<file path="config.mk">
export PLATFORM = sky130hd
export DESIGN_NAME = linked_list_priority_queue
export DESIGN_NICKNAME = d
export VERILOG_FILES = /design/src/hw/rtl/llpq_pkg.sv /design/src/hw/rtl/llpq_store.sv /design/src/hw/rtl/llpq_ctrl.sv /design/src/hw/rtl/linked_list_priority_queue.sv
export SDC_FILE = /design/constraint.sdc
export NUM_CORES = 2
export LEC_CHECK = 0
export BUFFER_PORTS_ARGS = -buffer_cell sky130_fd_sc_hd__buf_2
export CAP_MARGIN = 25
export CORE_AREA = 2 2 312 314
export CTS_CLUSTER_SIZE = 10
export DETAILED_ROUTE_END_ITERATION = 10
export DIE_AREA = 0 0 314 316
export MAX_ROUTING_LAYER = met4
export PLACE_DENSITY = 0.78
export SLEW_MARGIN = 40
export SYNTH_ARGS = -nofsm -noshare
export SYNTH_HDL_FRONTEND = slang
export SYNTH_HIERARCHICAL = 1
export SYNTH_SLANG_ARGS = --single-unit
</file>
<file path="constraint.sdc">
create_clock -name clk -period 9 [get_ports clk]
set_clock_uncertainty 0.1 [all_clocks]
set_input_delay 2.25 -clock clk [delete_from_list [all_inputs] [get_ports clk]]
set_output_delay 2.25 -clock clk [all_outputs]
set_load 0.05 [all_outputs]
</file>
<file path="src/hw/rtl/llpq_pkg.sv">
// shared types, codes and the priority relation for the linked list priority queue
package llpq_pkg;

  localparam int CAPACITY_DEF = 16;
  localparam int DATA_W       = 32;
  localparam int COUNT_W      = 5;

  typedef logic signed [DATA_W-1:0] word_t;

  typedef enum logic [1:0] {
    FN_PUSH   = 2'd0,
    FN_POP    = 2'd1,
    FN_PEEK   = 2'd2,
    FN_LOOKUP = 2'd3
  } func_t;

  typedef enum logic [1:0] {
    ST_OK        = 2'd0,
    ST_EMPTY     = 2'd1,
    ST_FULL      = 2'd2,
    ST_NOT_FOUND = 2'd3
  } status_t;

  typedef enum logic [1:0] {
    REL_LT = 2'd0,
    REL_LE = 2'd1,
    REL_GT = 2'd2,
    REL_GE = 2'd3
  } rel_t;

  // node store access command: read, node write, link write
  typedef struct packed {
    logic rd_en;
    logic wr_node;
    logic wr_link;
  } store_cmd_t;

  typedef struct packed {
    word_t                element;
    word_t                prio;
    status_t              status;
    logic                 is_empty;
    logic [COUNT_W-1:0]   count;
  } result_t;

  // true when candidate a should replace current best b
  function automatic logic rel_holds(rel_t mode, word_t a, word_t b);
    logic r;
    case (mode)
      REL_LT:  r = (a < b);
      REL_LE:  r = (a <= b);
      REL_GT:  r = (a > b);
      REL_GE:  r = (a >= b);
      default: r = (a >= b);
    endcase
    return r;
  endfunction

endpackage

</file>
<file path="src/hw/rtl/llpq_store.sv">
// node store: element, priority and link memories with a fill mark for the free chain
module llpq_store #(
  parameter int  CAPACITY = llpq_pkg::CAPACITY_DEF,
  localparam int IW       = $clog2(CAPACITY + 1),
  localparam int AW       = $clog2(CAPACITY)
) (
  input  logic                 clk,
  input  logic                 rst,
  input  llpq_pkg::store_cmd_t cmd,
  input  logic [IW-1:0]        rd_addr,
  input  logic [IW-1:0]        wr_addr,
  input  llpq_pkg::word_t      wr_elem,
  input  llpq_pkg::word_t      wr_prio,
  input  logic [IW-1:0]        wr_link,
  output logic [IW-1:0]        rd_idx,
  output llpq_pkg::word_t      rd_elem,
  output llpq_pkg::word_t      rd_prio,
  output logic [IW-1:0]        rd_link
);

  llpq_pkg::word_t elem_mem [CAPACITY];
  llpq_pkg::word_t prio_mem [CAPACITY];
  logic [IW-1:0]   link_mem [CAPACITY];

  // nodes at or above the fill mark were never linked: their link is index + 1
  logic [IW-1:0]   fill;
  logic            unwritten;
  logic [IW-1:0]   link_q;

  always_ff @(posedge clk) begin
    if (cmd.rd_en) begin
      rd_elem   <= elem_mem[rd_addr[AW-1:0]];
      rd_prio   <= prio_mem[rd_addr[AW-1:0]];
      link_q    <= link_mem[rd_addr[AW-1:0]];
      rd_idx    <= rd_addr;
      unwritten <= (rd_addr >= fill);
    end
    if (cmd.wr_node) begin
      elem_mem[wr_addr[AW-1:0]] <= wr_elem;
      prio_mem[wr_addr[AW-1:0]] <= wr_prio;
    end
    if (cmd.wr_link) begin
      link_mem[wr_addr[AW-1:0]] <= wr_link;
    end
  end

  // only allocation writes a link at the fill mark
  always_ff @(posedge clk) begin
    if (rst) begin
      fill <= '0;
    end else if (cmd.wr_link && (wr_addr == fill)) begin
      fill <= fill + 1'b1;
    end
  end

  assign rd_link = unwritten ? (rd_idx + 1'b1) : link_q;

endmodule

</file>
<file path="src/hw/rtl/llpq_ctrl.sv">
// sequencer: list walks, free list handling and result formation
module llpq_ctrl #(
  parameter int  CAPACITY = llpq_pkg::CAPACITY_DEF,
  localparam int IW       = $clog2(CAPACITY + 1)
) (
  input  logic                 clk,
  input  logic                 rst,
  input  logic [1:0]           rel_mode,
  input  logic                 in_valid,
  output logic                 in_ready,
  input  logic [1:0]           func,
  input  llpq_pkg::word_t      element,
  input  llpq_pkg::word_t      priority_req,
  output llpq_pkg::store_cmd_t cmd,
  output logic [IW-1:0]        rd_addr,
  output logic [IW-1:0]        wr_addr,
  output llpq_pkg::word_t      wr_elem,
  output llpq_pkg::word_t      wr_prio,
  output logic [IW-1:0]        wr_link,
  input  logic [IW-1:0]        rd_idx,
  input  llpq_pkg::word_t      rd_elem,
  input  llpq_pkg::word_t      rd_prio,
  input  logic [IW-1:0]        rd_link,
  output logic                 res_valid,
  input  logic                 res_ready,
  output llpq_pkg::result_t    res
);

  localparam logic [IW-1:0] NIL       = IW'(CAPACITY);
  localparam logic [IW-1:0] LAST_STEP = IW'(CAPACITY - 1);

  typedef enum logic [2:0] {
    S_IDLE,
    S_PUSH_WR,
    S_PUSH_LINK,
    S_SCAN,
    S_SCAN2,
    S_UNLINK_PREV,
    S_UNLINK_FREE,
    S_DONE
  } state_t;

  state_t              state;
  llpq_pkg::func_t     op;
  llpq_pkg::func_t     in_func;
  llpq_pkg::word_t     key_elem;
  llpq_pkg::word_t     key_prio;
  llpq_pkg::word_t     best_elem;
  llpq_pkg::word_t     best_prio;
  llpq_pkg::word_t     res_elem;
  llpq_pkg::word_t     res_prio;
  llpq_pkg::status_t   res_status;
  logic [IW-1:0]       list_head;
  logic [IW-1:0]       list_tail;
  logic [IW-1:0]       free_head;
  logic [IW-1:0]       cnt;
  logic [IW-1:0]       steps;
  logic [IW-1:0]       prev;
  logic [IW-1:0]       cur;
  logic [IW-1:0]       cur_link;

  logic                accept;
  logic                is_full;
  logic                head_nil;
  logic                list_empty;
  logic                link_ok;
  logic                take_best;
  logic                hit_lookup;
  logic                hit_pop;
  llpq_pkg::word_t     new_best_elem;
  llpq_pkg::word_t     new_best_prio;
  logic [31:0]         cnt_w;

  assign in_ready   = (state == S_IDLE);
  assign accept     = in_valid && in_ready;
  assign in_func    = llpq_pkg::func_t'(func);
  assign is_full    = (cnt >= NIL) || (free_head >= NIL);
  assign head_nil   = (list_head >= NIL);
  assign list_empty = (cnt == '0) || head_nil;
  assign link_ok    = (rd_link < NIL) && (steps < LAST_STEP);
  assign hit_lookup = (rd_elem == key_elem);
  assign hit_pop    = (rd_elem == res_elem) && (rd_prio == res_prio);
  // first node of a walk always becomes the best so far
  assign take_best  = (steps == '0) ||
                      llpq_pkg::rel_holds(llpq_pkg::rel_t'(rel_mode), rd_prio, best_prio);
  assign new_best_elem = take_best ? rd_elem : best_elem;
  assign new_best_prio = take_best ? rd_prio : best_prio;

  // node store accesses
  always_comb begin
    cmd     = '0;
    rd_addr = list_head;
    wr_addr = cur;
    wr_link = NIL;
    wr_elem = key_elem;
    wr_prio = key_prio;
    case (state)
      S_IDLE: begin
        if (accept) begin
          case (in_func)
            llpq_pkg::FN_PUSH: begin
              cmd.rd_en = !is_full;
              rd_addr   = free_head;
            end
            llpq_pkg::FN_POP, llpq_pkg::FN_PEEK: begin
              cmd.rd_en = !list_empty;
            end
            llpq_pkg::FN_LOOKUP: begin
              cmd.rd_en = !head_nil;
            end
            default: begin
              cmd.rd_en = 1'b0;
            end
          endcase
        end
      end
      S_PUSH_WR: begin
        cmd.wr_node = 1'b1;
        cmd.wr_link = 1'b1;
        wr_addr     = rd_idx;
        wr_link     = NIL;
      end
      S_PUSH_LINK: begin
        cmd.wr_link = 1'b1;
        wr_addr     = list_tail;
        wr_link     = cur;
      end
      S_SCAN: begin
        if (op == llpq_pkg::FN_LOOKUP) begin
          cmd.rd_en = !hit_lookup && link_ok;
          rd_addr   = rd_link;
        end else if (link_ok) begin
          cmd.rd_en = 1'b1;
          rd_addr   = rd_link;
        end else begin
          // second walk for pop starts at the head
          cmd.rd_en = (op == llpq_pkg::FN_POP);
          rd_addr   = list_head;
        end
      end
      S_SCAN2: begin
        cmd.rd_en = !hit_pop && link_ok;
        rd_addr   = rd_link;
      end
      S_UNLINK_PREV: begin
        cmd.wr_link = 1'b1;
        wr_addr     = prev;
        wr_link     = cur_link;
      end
      S_UNLINK_FREE: begin
        cmd.wr_link = 1'b1;
        wr_addr     = cur;
        wr_link     = free_head;
      end
      default: begin
        cmd = '0;
      end
    endcase
  end

  always_ff @(posedge clk) begin
    if (rst) begin
      state     <= S_IDLE;
      list_head <= NIL;
      list_tail <= NIL;
      free_head <= '0;
      cnt       <= '0;
    end else begin
      case (state)
        S_IDLE: begin
          if (accept) begin
            op         <= in_func;
            key_elem   <= element;
            key_prio   <= priority_req;
            res_elem   <= '0;
            res_prio   <= '0;
            res_status <= llpq_pkg::ST_OK;
            steps      <= '0;
            prev       <= NIL;
            case (in_func)
              llpq_pkg::FN_PUSH: begin
                if (is_full) begin
                  res_status <= llpq_pkg::ST_FULL;
                  state      <= S_DONE;
                end else begin
                  state <= S_PUSH_WR;
                end
              end
              llpq_pkg::FN_POP, llpq_pkg::FN_PEEK: begin
                if (list_empty) begin
                  res_status <= llpq_pkg::ST_EMPTY;
                  state      <= S_DONE;
                end else begin
                  state <= S_SCAN;
                end
              end
              llpq_pkg::FN_LOOKUP: begin
                if (head_nil) begin
                  res_prio   <= '1;
                  res_status <= llpq_pkg::ST_NOT_FOUND;
                  state      <= S_DONE;
                end else begin
                  state <= S_SCAN;
                end
              end
              default: begin
                state <= S_DONE;
              end
            endcase
          end
        end
        S_PUSH_WR: begin
          free_head <= rd_link;
          cur       <= rd_idx;
          cnt       <= cnt + 1'b1;
          if (head_nil) begin
            list_head <= rd_idx;
            list_tail <= rd_idx;
            state     <= S_DONE;
          end else begin
            state <= S_PUSH_LINK;
          end
        end
        S_PUSH_LINK: begin
          list_tail <= cur;
          state     <= S_DONE;
        end
        S_SCAN: begin
          if (op == llpq_pkg::FN_LOOKUP) begin
            if (hit_lookup) begin
              res_prio <= rd_prio;
              state    <= S_DONE;
            end else if (link_ok) begin
              steps <= steps + 1'b1;
            end else begin
              res_prio   <= '1;
              res_status <= llpq_pkg::ST_NOT_FOUND;
              state      <= S_DONE;
            end
          end else begin
            best_elem <= new_best_elem;
            best_prio <= new_best_prio;
            if (link_ok) begin
              steps <= steps + 1'b1;
            end else begin
              res_elem <= new_best_elem;
              res_prio <= new_best_prio;
              steps    <= '0;
              prev     <= NIL;
              state    <= (op == llpq_pkg::FN_POP) ? S_SCAN2 : S_DONE;
            end
          end
        end
        S_SCAN2: begin
          // unlink the first node equal to the reported pair
          if (hit_pop) begin
            cur      <= rd_idx;
            cur_link <= rd_link;
            if (rd_idx == list_tail) begin
              list_tail <= prev;
            end
            if (rd_idx == list_head) begin
              list_head <= rd_link;
              state     <= S_UNLINK_FREE;
            end else begin
              state <= S_UNLINK_PREV;
            end
          end else begin
            prev <= rd_idx;
            if (link_ok) begin
              steps <= steps + 1'b1;
            end else begin
              state <= S_DONE;
            end
          end
        end
        S_UNLINK_PREV: begin
          state <= S_UNLINK_FREE;
        end
        S_UNLINK_FREE: begin
          free_head <= cur;
          cnt       <= cnt - 1'b1;
          state     <= S_DONE;
        end
        S_DONE: begin
          if (res_ready) begin
            state <= S_IDLE;
          end
        end
        default: begin
          state <= S_IDLE;
        end
      endcase
    end
  end

  assign cnt_w        = 32'(cnt);
  assign res_valid    = (state == S_DONE);
  assign res.element  = res_elem;
  assign res.prio     = res_prio;
  assign res.status   = res_status;
  assign res.is_empty = (cnt == '0);
  assign res.count    = cnt_w[llpq_pkg::COUNT_W-1:0];

  a_cnt_bound: assert property (@(posedge clk) disable iff (rst)
    cnt <= NIL)
    else $error("entry count above capacity");

  a_rd_in_range: assert property (@(posedge clk) disable iff (rst)
    cmd.rd_en |-> (rd_addr < NIL))
    else $error("node read at null index");

  a_no_rw_overlap: assert property (@(posedge clk) disable iff (rst)
    cmd.rd_en |-> !(cmd.wr_node || cmd.wr_link))
    else $error("node read and write in the same cycle");

  a_empty_consistent: assert property (@(posedge clk) disable iff (rst)
    (state == S_IDLE) |-> ((cnt == '0) == (list_head == NIL)))
    else $error("list head disagrees with entry count");

  a_pop_shrinks: assert property (@(posedge clk) disable iff (rst)
    (state == S_UNLINK_FREE) |=> (cnt == $past(cnt) - 1'b1))
    else $error("unlink did not decrement count");

endmodule

</file>
<file path="src/hw/rtl/linked_list_priority_queue.sv">
// top level of the linked list priority queue: relation register, sequencer, output stage, node store
//
//   channel  signals                                       direction
//   in       in_valid/in_ready, func, element, priority_req  input beat
//   out      out_valid/out_ready, element_out, priority_out,
//            status, is_empty, count                        output beat
//   cfg      cfg_we, cfg_data (rel_mode)                    register write
//
// push writes the new node and, when the list is not empty, links it behind the tail;
// peek walks the whole list, lookup walks it until a match, pop walks it once more up to
// the node found and unlinks it; a request answered without a walk goes to the result.
// the walk reads one node per cycle through the single read port of the node store.
// unused nodes are tracked by a fill mark, so reset needs no clearing pass.
// a new beat is taken while a result still sits in the output stage; a stalled
// output holds the sequencer only once its next result is ready.
module linked_list_priority_queue #(
  parameter int CAPACITY = llpq_pkg::CAPACITY_DEF
) (
  input  logic                clk,
  input  logic                rst,
  input  logic                cfg_we,
  input  logic [1:0]          cfg_data,
  input  logic                in_valid,
  output logic                in_ready,
  input  logic [1:0]          func,
  input  logic signed [31:0]  element,
  input  logic signed [31:0]  priority_req,
  output logic                out_valid,
  input  logic                out_ready,
  output logic signed [31:0]  element_out,
  output logic signed [31:0]  priority_out,
  output logic [1:0]          status,
  output logic                is_empty,
  output logic [4:0]          count
);

  localparam int IW = $clog2(CAPACITY + 1);

  logic [1:0]           rel_mode;
  llpq_pkg::store_cmd_t cmd;
  logic [IW-1:0]        rd_addr;
  logic [IW-1:0]        wr_addr;
  llpq_pkg::word_t      wr_elem;
  llpq_pkg::word_t      wr_prio;
  logic [IW-1:0]        wr_link;
  logic [IW-1:0]        rd_idx;
  llpq_pkg::word_t      rd_elem;
  llpq_pkg::word_t      rd_prio;
  logic [IW-1:0]        rd_link;
  logic                 res_valid;
  logic                 res_ready;
  llpq_pkg::result_t    res;

  always_ff @(posedge clk) begin
    if (rst) begin
      rel_mode <= llpq_pkg::REL_LT;
    end else if (cfg_we) begin
      rel_mode <= cfg_data;
    end
  end

  llpq_ctrl #(
    .CAPACITY (CAPACITY)
  ) u_ctrl (
    .clk          (clk),
    .rst          (rst),
    .rel_mode     (rel_mode),
    .in_valid     (in_valid),
    .in_ready     (in_ready),
    .func         (func),
    .element      (element),
    .priority_req (priority_req),
    .cmd          (cmd),
    .rd_addr      (rd_addr),
    .wr_addr      (wr_addr),
    .wr_elem      (wr_elem),
    .wr_prio      (wr_prio),
    .wr_link      (wr_link),
    .rd_idx       (rd_idx),
    .rd_elem      (rd_elem),
    .rd_prio      (rd_prio),
    .rd_link      (rd_link),
    .res_valid    (res_valid),
    .res_ready    (res_ready),
    .res          (res)
  );

  llpq_store #(
    .CAPACITY (CAPACITY)
  ) u_store (
    .clk     (clk),
    .rst     (rst),
    .cmd     (cmd),
    .rd_addr (rd_addr),
    .wr_addr (wr_addr),
    .wr_elem (wr_elem),
    .wr_prio (wr_prio),
    .wr_link (wr_link),
    .rd_idx  (rd_idx),
    .rd_elem (rd_elem),
    .rd_prio (rd_prio),
    .rd_link (rd_link)
  );

  // output stage: refill when empty or draining this cycle
  assign res_ready = !out_valid || out_ready;

  always_ff @(posedge clk) begin
    if (rst) begin
      out_valid <= 1'b0;
    end else if (res_ready) begin
      out_valid <= res_valid;
    end
  end

  always_ff @(posedge clk) begin
    if (res_valid && res_ready) begin
      element_out  <= res.element;
      priority_out <= res.prio;
      status       <= res.status;
      is_empty     <= res.is_empty;
      count        <= res.count;
    end
  end

endmodule
</file>
* After elaboration in Yosys (flattened, before gate mapping)
Memory sizes are Yosys's and may differ from the RTL's. A register that Yosys moved wholly into a read port is not among the register bits.
Cells that the tools add are included.
** Cells by class
- $add $sub $neg :: 5
- Order comparisons :: 10
- Equal/unequal tests :: 35
- Muxes and demuxes :: 81
- Bitwise gates (word level) :: 2
- Reductions and logical operators :: 42
** Operators with widths (count)
- 32-bit 2-to-1 mux :: 12
- 32-bit case mux with 2 select lines :: 2
- 5-bit 2-to-1 mux :: 21
- 32-bit == test :: 3
- 5-bit case mux with 3 select lines :: 6
- 5-bit case mux with 2 select lines :: 4
- 3-bit 2-to-1 mux :: 11
- 32-bit >= comparator :: 1
- 32-bit > comparator :: 1
- 32-bit <= comparator :: 1
- 32-bit less-than comparator :: 1
- 3-bit case mux with 7 select lines :: 1
- 5-bit by 1-bit adder with 5-bit output, second input constant :: 4
- 2-bit 2-to-1 mux :: 8
- 5-bit == test :: 3
- 5-bit >= comparator, second input constant :: 3
- 3-bit AND reduction :: 5
- 5-bit AND reduction :: 3
- 3-bit == test, second input constant :: 4
- 2-bit by 1-bit inequality test with 1-bit output, second input constant :: 6
- 6-bit AND reduction :: 2
- 2-bit == test, second input constant :: 5
- 5-bit logical NOT :: 2
- 1-bit 2-to-1 mux :: 10
- 25 further kinds :: 56
** Storage, ports and cells
- Register bits :: 325
- Memory bits (writable) :: 1104
- Output and inout port bits :: 74
- Word-level logic and storage cells :: 205
- Memories :: 3
** Memory list
- u_store.elem_mem :: words 16, width 32, rd ports 1, clocked after Yosys merged registers in 1, write ports 1, RTL line llpq_store.sv:21 : llpq_pkg::word_t elem_mem [CAPACITY];
- u_store.prio_mem :: words 16, width 32, rd ports 1, clocked after Yosys merged registers in 1, write ports 1, RTL line llpq_store.sv:22 : llpq_pkg::word_t prio_mem [CAPACITY];
- u_store.link_mem :: words 16, width 5, rd ports 1, clocked after Yosys merged registers in 1, write ports 1, RTL line llpq_store.sv:23 : logic [IW-1:0] link_mem [CAPACITY];

* Longest topological paths before layout
- Depth after elaboration :: 8
- Depth in mapped cells :: 19
- Gate-level depth less buffers :: 16

* Cells and area by module
Netlist, hierarchy kept.
** Modules (own cells, without submodules)
- llpq_store :: times used 1, cells each 1876, area an instance 44163.6 µm², sequential area each 35504.1 µm²
- llpq_ctrl :: times used 1, cells each 973, area an instance 12420.7 µm², sequential area each 6946.7 µm²
- linked_list_priority_queue :: times used 1, cells each 83, area an instance 2278.4 µm², sequential area each 2222.1 µm²

* Worst setup path after synthesis
No wires, ideal clock.
- Kind :: input to register
- From :: input port rst
- To :: register u_ctrl.best_elem[0], enable pin
- Setup time :: 0.565 ns
- Data arrival time :: 7.022 ns
- Required time :: 8.335 ns
- Slack :: 1.314 ns
- Stages :: 3
- Path buffers :: 2
- Cell sequence :: clkbuf_1 > clkbuf_1 > nor3_1
** Between the ends
- Longest elaborated chain between the ends :: 2
** Ends and longest elaborated chain
- from (decl) :: RTL line linked_list_priority_queue.sv:20 : input logic rst,
- 1-bit NOT (no source line)
- 3-bit AND reduction (no source line)
- to (signal assigned) :: RTL line llpq_ctrl.sv:241 : best_elem <= new_best_elem;
- to (decl) :: RTL line llpq_ctrl.sv:48 : llpq_pkg::word_t best_elem;
No other way between the ends.
A chain may end at the register's enable or synchronous reset.

* Worst setup path in the final report
- From :: register u_store.rd_idx[0]
- To :: register u_store.rd_prio[17], read port of u_store.prio_mem, data pin
** Between the ends
- Longest elaborated chain between the ends :: 7
** Ends and longest elaborated chain
- from (decl) :: RTL line llpq_store.sv:15 : output logic [IW-1:0] rd_idx,
- from (signal assigned) :: RTL line llpq_store.sv:35 : rd_idx <= rd_addr;
- 5-bit by 1-bit adder with 5-bit output :: RTL line llpq_store.sv:56 : assign rd_link = unwritten ? (rd_idx + 1'b1) : link_q;
- 5-bit 2-to-1 mux :: RTL line llpq_store.sv:56
- via rd_link[4] :: RTL line linked_list_priority_queue.sv:49 : logic [IW-1:0] rd_link;
- 5-bit less-than comparator :: RTL line llpq_ctrl.sv:80 : assign link_ok = (rd_link < NIL) && (steps < LAST_STEP);
- 1-bit logical AND :: RTL line llpq_ctrl.sv:80
- 5-bit 2-to-1 mux :: RTL line llpq_ctrl.sv:132 : end else if (link_ok) begin
- 5-bit 2-to-1 mux :: RTL line llpq_ctrl.sv:129 : if (op == llpq_pkg::FN_LOOKUP) begin
- 5-bit case mux with 3 select lines :: RTL line llpq_ctrl.sv:97 : case (state)
- via rd_addr[1] :: RTL line linked_list_priority_queue.sv:41 : logic [IW-1:0] rd_addr;
- to (decl) :: RTL line llpq_store.sv:17 : output llpq_pkg::word_t rd_prio,
The timed path passes the listed nets, and every way through them passes these cells.

==> run_results.csv <==
group,metric,value,unit
layout,syn_to_final_growth,12.1,%
power,total_leakage_power,21.4,nW
synthesis,synth_fp_nets,3053,
job,maxCapViolations,0,
worst_hold_path,hp-class,"reg -> reg",
synthesis,ys_seq_elements,1498,
drt,drtIter0Drc,4891,
timing,finalSetupViolCount,0,
grt,grt_max_degree,133,
placed_design,dp_hpwl,77.9,mm
synthesis,synthesis.area,58900,µm²
grt,grt_first_pass_wirelength,213,mm
placed_design,io_buffers,146,
die,boundaryPins,147,
clock_network,ctsHoldBuffers,0,
clock_network,clk_path_buf_depth,3,
drt,viasPerCell,6.90,
clock_network,postCtsSetupRepairBufs,0,
die,dieArea,99200,µm²
drt,drc,0,
layout,nFillCells,5619,
clock_network,clock_sinks,1498,
power,power,17.4,mW
timing,finalCritPeriodShare,61.4,%
setup_path,crit_path_start_kind,"register",
die,fp-row-count,114,
layout,nets,3291,
power,powerDensity,264,nW/µm²
layout,fin_util,68.7,%
timing,rsz0062_at_grt,"no",
power,vdd.ir_drop.worst,0.000188,V
synthesis,synth_area_per_cell,20.1,µm²
synthesis,synth-edff-count,1467,
synthesis,netlist_instances,2932,
synthesis,synthFlopType,"edfxtp_1",
timing,min_period,5530,ps
grt,antenna_found_initial,2,
clock_network,post_cts_resized,0,
timing,slew_viol_final,0,
setup_path,critical_path_class,"reg -> reg",
drt,routed_wirelength,147,mm
clock_network,clk_pin_slew,50,ps
grt,grt_pass1_vias,31400,
layout,final_cell_area,66000,µm²
timing,max_freq,181,MHz
drt,wl_per_cell,32.8,µm
setup_path,path_max_fanout,91,
die,start_util,61.3,%
setup_path,crit_arrival,5900,ps
synthesis,yosysWarnings,6,
setup_path,end_kind,"register",
clock_network,cts_made_buffers,168,
clock_network,clk_latency,780,ps
grt,track_usage,30.9,%
clock_network,cts_root_buf,"clkbuf_16",
die,core_area,96000,µm²
placed_design,placed_area,61400,µm²
synthesis,async_flop_share,0,%
placed_design,place_congestion,0.907,
grt,grt-ovfl-total,0,
timing,finalHoldViolCount,0,
timing,tightest_slew,921,ps
synthesis,ys_seq_area_share,75.9,%
die,die_w,314,µm
timing,worst_slew_margin_rel,38.6,%
setup_path,worst_r2r_path_depth,14,
layout,drive_above_1_share,24.7,%
timing,fin_setup_tns,0,ps
placed_design,place_ws,2910,ps
drt,num_vias,30900,
setup_path,required,9380,ps
drt,postRouteAntennaNets,0,
drt,drt_pass1_iterations,6,
clock_network,cts_tree,"yes",
worst_hold_path,min_path_cells,0,
clock_network,htreeDepth,4,
synthesis,synth_cell_type_count,67,
timing,setup_slack,3470,ps
die,die_h,316,µm
outcome,status,"completed",
==> cells by family after synthesis <==
family | Yosys count | share of synthesized area (%)
adder cells (fa/ha/maj) | 48 | 1.03
buffers and inverters | 211 | 1.72
flip-flops | 1498 | 75.9
XOR/XNOR | 118 | 1.76
multiplexers | 351 | 12.4
AND/OR/NAND/NOR | 373 | 3.03
AO/OA/AOI/OAI | 333 | 4.22
==> cell usage in the layout, fill, tap and decap left out, types with 10 or more instances in the layout <==
master / Yosys / layout
buf_4: 12 / 35
xnor2_1: 44 / 44
clkbuf_16: 0 / 168
nor4_1: 20 / 20
a21oi_1: 51 / 49
xor2_1: 74 / 74
mux4_2: 276 / 276
a22oi_1: 145 / 145
nand3_1: 14 / 14
buf_2: 18 / 147
edfxtp_1: 1467 / 1467
inv_1: 66 / 64
nor2_1: 105 / 85
mux2_4: 60 / 60
nor2_4: 0 / 19
nand4_1: 21 / 21
dfxtp_1: 31 / 31
ha_1: 47 / 47
buf_12: 0 / 10
o221a_1: 28 / 28
clkbuf_1: 87 / 13
buf_6: 20 / 11
nand2_1: 124 / 124
and2_1: 36 / 34
a22o_1: 11 / 11
o21ai_0: 22 / 22
o22ai_1: 14 / 13
==> cell type report <==
class	count	area, µm²	share of cell area, %
Multi-Input combinational cell	1223	13400	20.3
Clock buffer	181	4250	6.45
Clock inverter	17	289	0.438
Timing Repair Buffer	211	1480	2.24
Antenna cell	1	2.50	0.00379
Tap cell	1276	1600	2.42
Sequential cell	1498	44700	67.7
Inverter	68	275	0.417
==> final timing paths <==
| kind | end | start | slack, ps |
|---|---|---|---|
| worst max-delay path | u_store/rd_prio[17]$_DFFE_PP_ | u_store/rd_idx[0]$_DFFE_PP_ | 3470 |
| worst min-delay path | status[1]$_DFFE_PP_ | u_ctrl/res_status[1]$_SDFFCE_PP1P_ | 330 |
| worst min register to register | status[1]$_DFFE_PP_ | u_ctrl/res_status[1]$_SDFFCE_PP1P_ | 330 |
| worst max register to register | u_store/rd_prio[17]$_DFFE_PP_ | u_store/rd_idx[0]$_DFFE_PP_ | 3470 |
==> layer usage <==
metal	GRT usage [%]	part of all wire, %	vias to the layer above
met5	-	0	-
met4	10.3	2.9	0
met3	5.57	11	316
met2	48.2	49	2301
met1	42.0	37	15900
li1	-	-	12400
==> flip-flops by register name (all words and copies together) (netlist names), 32 cells and up <==
register,cells
element_out,32
priority_out,32
u_ctrl/best_elem,32
u_ctrl/best_prio,32
u_ctrl/res_elem,32
u_ctrl/res_prio,32
u_ctrl/wr_elem,32
u_ctrl/wr_prio,32
u_store/elem_mem,512
u_store/link_mem,80
u_store/prio_mem,512
u_store/rd_elem,32
u_store/rd_prio,32
==> critical path, stage by stage (launching register included) <==
cell,delay (ps)
edfxtp_1,660
ha_1,280
nand3_1,100
xor2_1,190
a21oi_1,540
nor2_1,150
nand2_1,230
a21oi_1,140
or2_2,340
a222oi_1,640
inv_8,400
buf_4,510
mux4_2,400
a22oi_1,250
nand2_1,180
==> cell usage after synthesis (3+ instances only) <==
cell type | n | area (µm²)
and3_1 | 9 | 56.3
nand2b_1 | 9 | 56.3
nor3_1 | 7 | 35.0
mux2i_1 | 9 | 90.1
inv_1 | 66 | 248
a21oi_1 | 51 | 255
buf_4 | 12 | 90.1
buf_6 | 20 | 225
xnor2_1 | 44 | 385
nand2_1 | 124 | 465
xor2_1 | 74 | 648
clkbuf_1 | 87 | 327
nor4_1 | 20 | 125
a311oi_1 | 8 | 70.1
o22ai_1 | 14 | 87.6
nand3_1 | 14 | 70.1
o21ai_0 | 22 | 110
mux4_2 | 276 | 6220
edfxtp_1 | 1467 | 44100
a22o_1 | 11 | 96.3
nor4_2 | 3 | 37.5
a22oi_1 | 145 | 1090
mux2_4 | 60 | 901
o21ai_1 | 4 | 20.0
o22a_1 | 5 | 43.8
buf_2 | 18 | 90.1
or3_1 | 9 | 56.3
o221a_1 | 28 | 315
and2_1 | 36 | 225
nor2b_1 | 5 | 31.3
nand4_1 | 21 | 131
or2_2 | 3 | 18.8
mux2_2 | 6 | 67.6
a21o_1 | 4 | 30.0
nor2_1 | 105 | 394
a222oi_1 | 5 | 50.1
dfxtp_1 | 31 | 621
a31oi_1 | 5 | 31.3
o221a_2 | 4 | 45.0
buf_1 | 6 | 22.5
ha_1 | 47 | 588
==> power breakdown <==
group	leakage [nW]	internal (mW)	total [mW]	switching [mW]
logic	5.69	1.26	3.07	1.81
clock network	2.21	3.34	5.94	2.60
registers	13.5	8.14	8.43	0.291
total	21.4	12.7	17.4	4.70
==> through the flow <==
| step | std cells | hold WS (ps) |
|---|---|---|
| after global routing | 4474 | 340 |
| after global placement | 4263 | 313 |
| after floorplan | 2932 | 300 |
| after detailed placement | 4274 | 312 |
| final | 4475 | 326 |
| after CTS | 4472 | 322 |
Power figures use the tool's default switching activity.
